`src/c2rg_pkg.sv`:
```
// Shared types, codes and the border mirror function for the 2D convolution block.
package c2rg_pkg;

  localparam int DIM_W   = 9;
  localparam int KDIM_W  = 3;
  localparam int IDX_W   = 12;
  localparam int PROD_W  = 25;
  localparam int ACC_W   = 36;
  localparam int OUT_W   = 32;
  localparam int CFG_I_W = 3;

  localparam logic [1:0] KIND_COEF = 2'd0;
  localparam logic [1:0] KIND_PIX  = 2'd1;
  localparam logic [1:0] KIND_OUT  = 2'd2;

  localparam logic [CFG_I_W-1:0] CFG_IMG_H = 3'd0;
  localparam logic [CFG_I_W-1:0] CFG_IMG_W = 3'd1;
  localparam logic [CFG_I_W-1:0] CFG_KER_H = 3'd2;
  localparam logic [CFG_I_W-1:0] CFG_KER_W = 3'd3;

  typedef struct packed {
    logic [1:0]         kind;
    logic signed [15:0] coefficient;
    logic [7:0]         pixel;
  } in_word_t;

  typedef struct packed {
    logic signed [31:0] filtered;
    logic [7:0]         out_row;
    logic [7:0]         out_col;
    logic               last;
  } out_word_t;

  // reflect-101: mirror about the edge without repeating it
  function automatic logic [DIM_W-1:0] mirror101(input logic signed [IDX_W-1:0] idx,
                                                 input logic [DIM_W-1:0] size);
    logic signed [IDX_W-1:0] period;
    logic signed [IDX_W-1:0] m;
    logic [DIM_W-1:0]        res;
    period = $signed({2'b00, size, 1'b0}) - 12'sd2;
    m = idx;
    for (int i = 0; i < 4; i++) begin
      if (m < 0) begin
        m = m + period;
      end else if (m >= period) begin
        m = m - period;
      end
    end
    if (m >= $signed({3'b000, size})) begin
      m = period - m;
    end
    res = m[DIM_W-1:0];
    if (size <= 9'd1) begin
      res = '0;
    end
    return res;
  endfunction

endpackage

```
`src/c2rg_divider.sv`:
```
// Bit-serial restoring divider giving raster row and column from a pixel index.
module c2rg_divider import c2rg_pkg::*; #(
  parameter int NUM_W = 16
) (
  input  logic             clk,
  input  logic             rst_n,
  input  logic             start,
  input  logic [NUM_W-1:0] dividend,
  input  logic [DIM_W-1:0] divisor,
  output logic             done,
  output logic [NUM_W-1:0] quot,
  output logic [DIM_W-1:0] rem
);

  localparam int SC_W = $clog2(NUM_W + 1);

  logic             busy_r;
  logic             done_r;
  logic [SC_W-1:0]  step_r;
  logic [NUM_W-1:0] q_r;
  logic [DIM_W-1:0] rem_r;
  logic [DIM_W:0]   trial;
  logic             fits;

  assign trial = {rem_r, q_r[NUM_W-1]};
  assign fits  = trial >= {1'b0, divisor};

  always_ff @(posedge clk) begin
    if (!rst_n) begin
      busy_r <= 1'b0;
      done_r <= 1'b0;
      step_r <= '0;
    end else begin
      done_r <= 1'b0;
      if (start) begin
        busy_r <= 1'b1;
        step_r <= SC_W'(NUM_W);
      end else if (busy_r) begin
        step_r <= step_r - 1'b1;
        if (step_r == SC_W'(1)) begin
          busy_r <= 1'b0;
          done_r <= 1'b1;
        end
      end
    end
  end

  always_ff @(posedge clk) begin
    if (start) begin
      q_r   <= dividend;
      rem_r <= '0;
    end else if (busy_r) begin
      q_r   <= NUM_W'({q_r, fits});
      rem_r <= fits ? DIM_W'(trial - {1'b0, divisor}) : trial[DIM_W-1:0];
    end
  end

  assign done = done_r;
  assign quot = q_r;
  assign rem  = rem_r;

endmodule

```
`config.mk`:
```
export PLATFORM = sky130hd
export DESIGN_NAME = c2rg_divider
export DESIGN_NICKNAME = d
export VERILOG_FILES = /design/src/c2rg_pkg.sv /design/src/c2rg_divider.sv
export SDC_FILE = /design/constraint.sdc
export NUM_CORES = 1
export LEC_CHECK = 0
export BUFFER_PORTS_ARGS = -buffer_cell sky130_fd_sc_hd__buf_2
export CAP_MARGIN = 25
export CORE_ASPECT_RATIO = 0.75
export CORE_MARGIN = 1.5
export CORE_UTILIZATION = 46
export CTS_BUF_LIST = sky130_fd_sc_hd__clkbuf_4 sky130_fd_sc_hd__clkbuf_8 sky130_fd_sc_hd__clkbuf_16
export CTS_CLUSTER_DIAMETER = 50
export DETAILED_ROUTE_END_ITERATION = 10
export PLACE_DENSITY_LB_ADDON = 0.2
export SYNTH_ARGS = -nofsm -noshare
export SYNTH_HDL_FRONTEND = slang
export SYNTH_SLANG_ARGS = --single-unit
```
`constraint.sdc`:
```
create_clock -name clk -period 2.2 [get_ports clk]
set_input_delay 0.33 -clock clk [delete_from_list [all_inputs] [get_ports clk]]
set_output_delay 0.33 -clock clk [all_outputs]
set_load 0.03 [all_outputs]
```
# After elaboration in Yosys (flattened, before gate mapping)
# Index checks and enable logic that the tools add are counted.
# Widths: inputs -> output; s select.
# word_totals
word_cells,24
inputBits,28
regBits,32
output_inout_bits,26
# op_classes
eq_ne,1
add_sub_neg,2
bitwise,2
n_mux,9
magnitude_cmp,1
reduce_logical,3
# op_table
operator,n
$mux 16,2
$ge 10x9->1,1
$mux 5,2
$mux 9,1
$sub 9x9->9,1
$eq 5x1->1 const B,1
$sub 5x1->5 const B,1
$mux 1,4
$reduce_or 3->1,1
$not 1->1,2
$reduce_bool 2->1,1
$reduce_or 2->1,1

# Depth between registers and ports, before layout
# logic_depth
ltp_word,4
mapped_depth,10
mapped_depth_nobuf,9

# Worst setup path after synthesis
# No wires, ideal clock.
# synth_timing
path_kind,register to register
start,register q_r[15] (netlist: quot[15])
end,register rem_r[1] (netlist: rem[1])
synth_period_minus_slack_ns,2.356
setup_ns,0.137
path_buffers,1
stages_incl_launch_ff,11
t_arrival_ns,2.219
required_time_ns,2.063
path_slack_ns,-0.156
cell_sequence,edfxtp_1 inv_1 ha_1 inv_1 fa_1 a211oi_2 o211ai_2 a21oi_4 buf_6 mux2i_1 a211oi_1
# synth_between
elab_chain_len,2
elab_cells_between_ends,3
cone_classes,add/sub (1); order compare (1); mux (1)
# synth_lines
element,line,rtl
start: declaration,c2rg_divider.sv:20,logic [NUM_W-1:0] q_r;
start signal: assignment,c2rg_divider.sv:50,q_r <= dividend;
start signal: assignment,c2rg_divider.sv:53,"q_r <= NUM_W'({q_r, fits});"
$sub 9x9->9 or $ge 10x9->1 (tied branches),"c2rg_divider.sv:54, c2rg_divider.sv:26",
$mux 9 *,c2rg_divider.sv:54,"rem_r <= fits ? DIM_W'(trial - {1'b0, divisor}) : trial[DIM_W-1:0];"
end signal: assignment,c2rg_divider.sv:54,
end: declaration,c2rg_divider.sv:21,logic [DIM_W-1:0] rem_r;
# Every way passes the cells marked *; elsewhere a longest branch is shown, timed or not.
# A chain may end at the register's enable or synchronous reset.

# Final worst setup path
# layout_timing
start,register q_r[15] (netlist: quot[15])
end,register rem_r[3] (netlist: rem[3])
# Same word-level chain as after synthesis.

==> impl_metrics.csv <==
group,metric,value,unit
outcome,run_status,"finished with violations",
outcome,violations,"negative setup slack",
synthesis,ys_top_cells_by_area,"edfxtp_1 26%, dfxtp_1 17%, mux2_2 9.2%",
worst_setup_path,crit_type,"reg -> reg",
synthesis,synthXorXnorAreaFrac,4.292,%
cts,cts_made_buffers,5,
pwr,powerDensity,772.9,nW/µm²
cts,cts.sinks,32,
pwr,finalPower,0.001885,W
cts,cts_max_path_buffers,2,
synthesis,synth-simple-area-share,12.74,%
layout,multi_input_area,989.7,µm²
synthesis,synth_top_family_by_area,"compound AO/OA/AOI/OAI gates",
layout,fin_cells,294,
synthesis,synthMuxAreaShare,12.47,%
cts,cts_hold_buf,0,
synthesis,yosys_warnings,0,
cts,cts_root_buffer,"clkbuf_8",
synthesis,syn_nets,212,
die,initial_core_util,49.21,%
die,die_h,57.73,µm
detailed_routing,via_per_inst,5.065,
die,floorplan.rows,19,
placement,routabilityCongestion,0.7686,
global_route,grtUsageMet1,25.18,%
synthesis,async_reset_ff_share,0,%
sta,fmax,449.8,MHz
pwr,clkPwrFrac,29.6,%
synthesis,synth_edf_count,16,
placement,dp_cells,279,
synthesis,synth_flop_cell,"edfxtp_1",
pwr,combPwrFrac,31.3,%
pwr,sequentialPowerShare,39.0,%
pwr,total_leakage_power,1.123,nW
synthesis,syn_inst,172,
die,die_x,75.97,µm
pwr,internal_power,0.001310,W
sta,skew,2.009,ps
global_route,met3_usage,5.669,%
sta,rsz0062_at_grt,"yes",
cts,cts.clk_slew.worst_paths,60,ps
sta,worst_slack,-23.41,ps
detailed_routing,antenna_left,0,
sta,setup_viol,1,
detailed_routing,drt_wl_total,3813,µm
placement,place_area,2216,µm²
synthesis,syn_area_per_cell,10.68,µm²
synthesis,synth_area,1837,µm²
die,core,3732,µm²
global_route,grtUsageMet2,26.13,%
layout,nets,281,
detailed_routing,first_pass_iters,4,
pwr,irDropWorstVdd,0.5407,mV
sta,final-max-slew-violation-count,0,
layout,seq_area,800.8,µm²
global_route,top_usage_layer,"met2",
die,dieArea,4385,µm²
worst_setup_path,required,2340,ps
detailed_routing,wl_per_cell,12.97,µm
synthesis,synth_fa_ha_area_share,8.583,%
worst_setup_path,cp_cell_sequence,"inv_1, ha_2, inv_2, fa_2, a211oi_4, o211ai_2, a21oi_4, buf_12, mux2i_1, a211oi_1",
sta,finalCriticalPeriod,2223,ps
cts,worstSkewPairLatency,280,ps
layout,final_area,2439,µm²
detailed_routing,drtIter0Drc,81,
sta,finalCritPeriodShare,101.1,%
global_route,groute.usage.overall,17.76,%
pwr,switching_share,30.51,%
global_route,grt_overflow,0,
cts,cts_tree,"done",
synthesis,ys_seq_area_share,43.60,%
layout,n_fill_cell,311,
detailed_routing,drc_errors,0,
global_route,grt_pass1_wl,6037,µm
hold_path,hold_path.class,"in -> reg",
synthesis,synth_cell_type_count,46,
placement,hpwl,2727,µm
sta,finalHoldViolCount,0,
worst_setup_path,startpoint_type,"flop",
global_route,grt_max_degree,17,
layout,diodes,0,
sta,worst_slew_pin_slew,495.0,ps
global_route,first_global_vias,1295,
global_route,antenna_found_initial,0,
placement,numPortBuffers,53,
synthesis,yosysTopAreaCell,"edfxtp_1",
worst_setup_path,slowest_stage,"edfxtp_1",
worst_setup_path,slowest_delay,380,ps
job,drv_cap,0,
layout,area_growth,32.77,%
sta,relSlewSlack,66.95,%
worst_setup_path,arrival,2360,ps
detailed_routing,vias,1489,
synthesis,synth_compound_area_share,13.42,%
synthesis,synth-seq-cells,32,
layout,drive_gt1_share,45.87,%
synthesis,synth_top_area_share,26.16,%
cts,cts_max_level,2,
worst_setup_path,end_kind,"flop",
die,io_pins,54,
pwr,p_sw,0.0005750,W
worst_setup_path,crit_fanout,7,
through the flow:
stage | util [%] | hold slack, ps | worst slack, ps | setup TNS, ps
3_5_place_dp | 59.37 | 496.0 | -86.77 | -293.2
3_3_place_gp | 59.37 | 483.2 | 4.085 | 0
6_report | 65.34 | 283.2 | -23.41 | -23.41
2_1_floorplan | - | 447.5 | -142.6 | -841.5
5_1_grt | 65.34 | 283.8 | -134.8 | -710.0
4_1_cts | 62.76 | 278.7 | 0.7525 | 0
final timing paths:
path,slack (ps),endpoint,startpoint,depth (start not counted)
max reg2reg,-20,rem[3],quot[15],10
min reg2reg,510,step_r[1],step_r[1],2
min,280,step_r[4],rst_n,2
max,-20,rem[3],quot[15],10
cell type report:
| class | count | area share, % |
|---|---|---|
| timing repair buffer | 69 | 17.03 |
| clock inverter | 2 | 1.437 |
| multi-input combinational | 118 | 40.58 |
| sequential | 32 | 32.84 |
| inverter | 15 | 2.309 |
| clock buffer | 6 | 3.130 |
| tap | 52 | 2.668 |
cell usage in the layout (no fill, tap or decap), types with 2 or more instances in the layout:
| master | synthesis | final |
|---|---|---|
| a211oi_1 | 5 | 4 |
| a21oi_1 | 7 | 6 |
| buf_2 | 0 | 53 |
| buf_4 | 0 | 14 |
| clkbuf_8 | 0 | 5 |
| dfxtp_1 | 16 | 16 |
| edfxtp_1 | 16 | 16 |
| ha_1 | 11 | 10 |
| inv_1 | 15 | 14 |
| mux2_2 | 15 | 15 |
| mux2i_1 | 6 | 5 |
| nand2_1 | 6 | 5 |
| nand2b_1 | 2 | 2 |
| nor2_1 | 18 | 18 |
| nor2b_1 | 3 | 3 |
| nor3_1 | 2 | 2 |
| nor4_1 | 2 | 2 |
| o21ai_0 | 2 | 2 |
| o31ai_2 | 0 | 2 |
| or2_2 | 2 | 2 |
| or3_1 | 2 | 2 |
| xnor2_1 | 3 | 3 |
| xor2_1 | 6 | 6 |
registers in the layout (all words and copies together) (netlist names):
signal,cells
quot,16
done,1
rem,9
busy_r,1
step_r,5
kinds of logic after synthesis:
group / after synthesis
mux: 21
simple gates: 45
fa+ha+maj: 12
flops: 32
buf+inv: 22
compound gates: 31
xor+xnor: 9
critical path, delay by kind of cell, from the launching register on:
| family | cells | cell delay [ps] |
|---|---|---|
| buf+inv | 3 | 260 |
| flops | 1 | 380 |
| compound gates | 4 | 670 |
| fa+ha+maj | 2 | 540 |
| mux | 1 | 210 |
routing by layer:
| layer | vias to the layer above | part of all wire, % |
|---|---|---|
| met1 | 698 | 50 |
| met5 | - | 0 |
| met4 | 0 | 0.71 |
| met3 | 3 | 5.2 |
| li1 | 757 | - |
| met2 | 31 | 44 |
power by group through the flow:
stage | Clock, W | Sequential, W | Combinational [W]
after floorplan | 0 | 0.000836 | 0.000277
after global placement | 0 | 0.000747 | 0.000514
after detailed placement | 0 | 0.000747 | 0.000518
after CTS | 0.000570 | 0.000735 | 0.000531
after global routing | 0.000593 | 0.000746 | 0.000638
final | 0.000559 | 0.000736 | 0.000590
cells in the mapped netlist, types with 2 or more instances:
cell type  count
clkbuf_1       5
xnor2_1        3
mux2_2        15
inv_1         15
nor4_1         2
mux2i_1        6
or2_2          2
nand2b_1       2
xor2_1         6
o21ai_0        2
o31ai_1        2
edfxtp_1      16
nor3_1         2
a211oi_1       5
nand2_1        6
a21oi_1        7
nor2b_1        3
ha_1          11
dfxtp_1       16
a311oi_1       2
nor2_1        18
or3_1          2
repair_timing:
action                     in CTS  in global routing
buffers inserted                1                  5
gates resized for setup         1                  9
gates cloned                    0                  1
setup endpoints to repair       8                  9
pin swaps                       2                  3
Note: power is estimated with default switching activity, not from simulation.
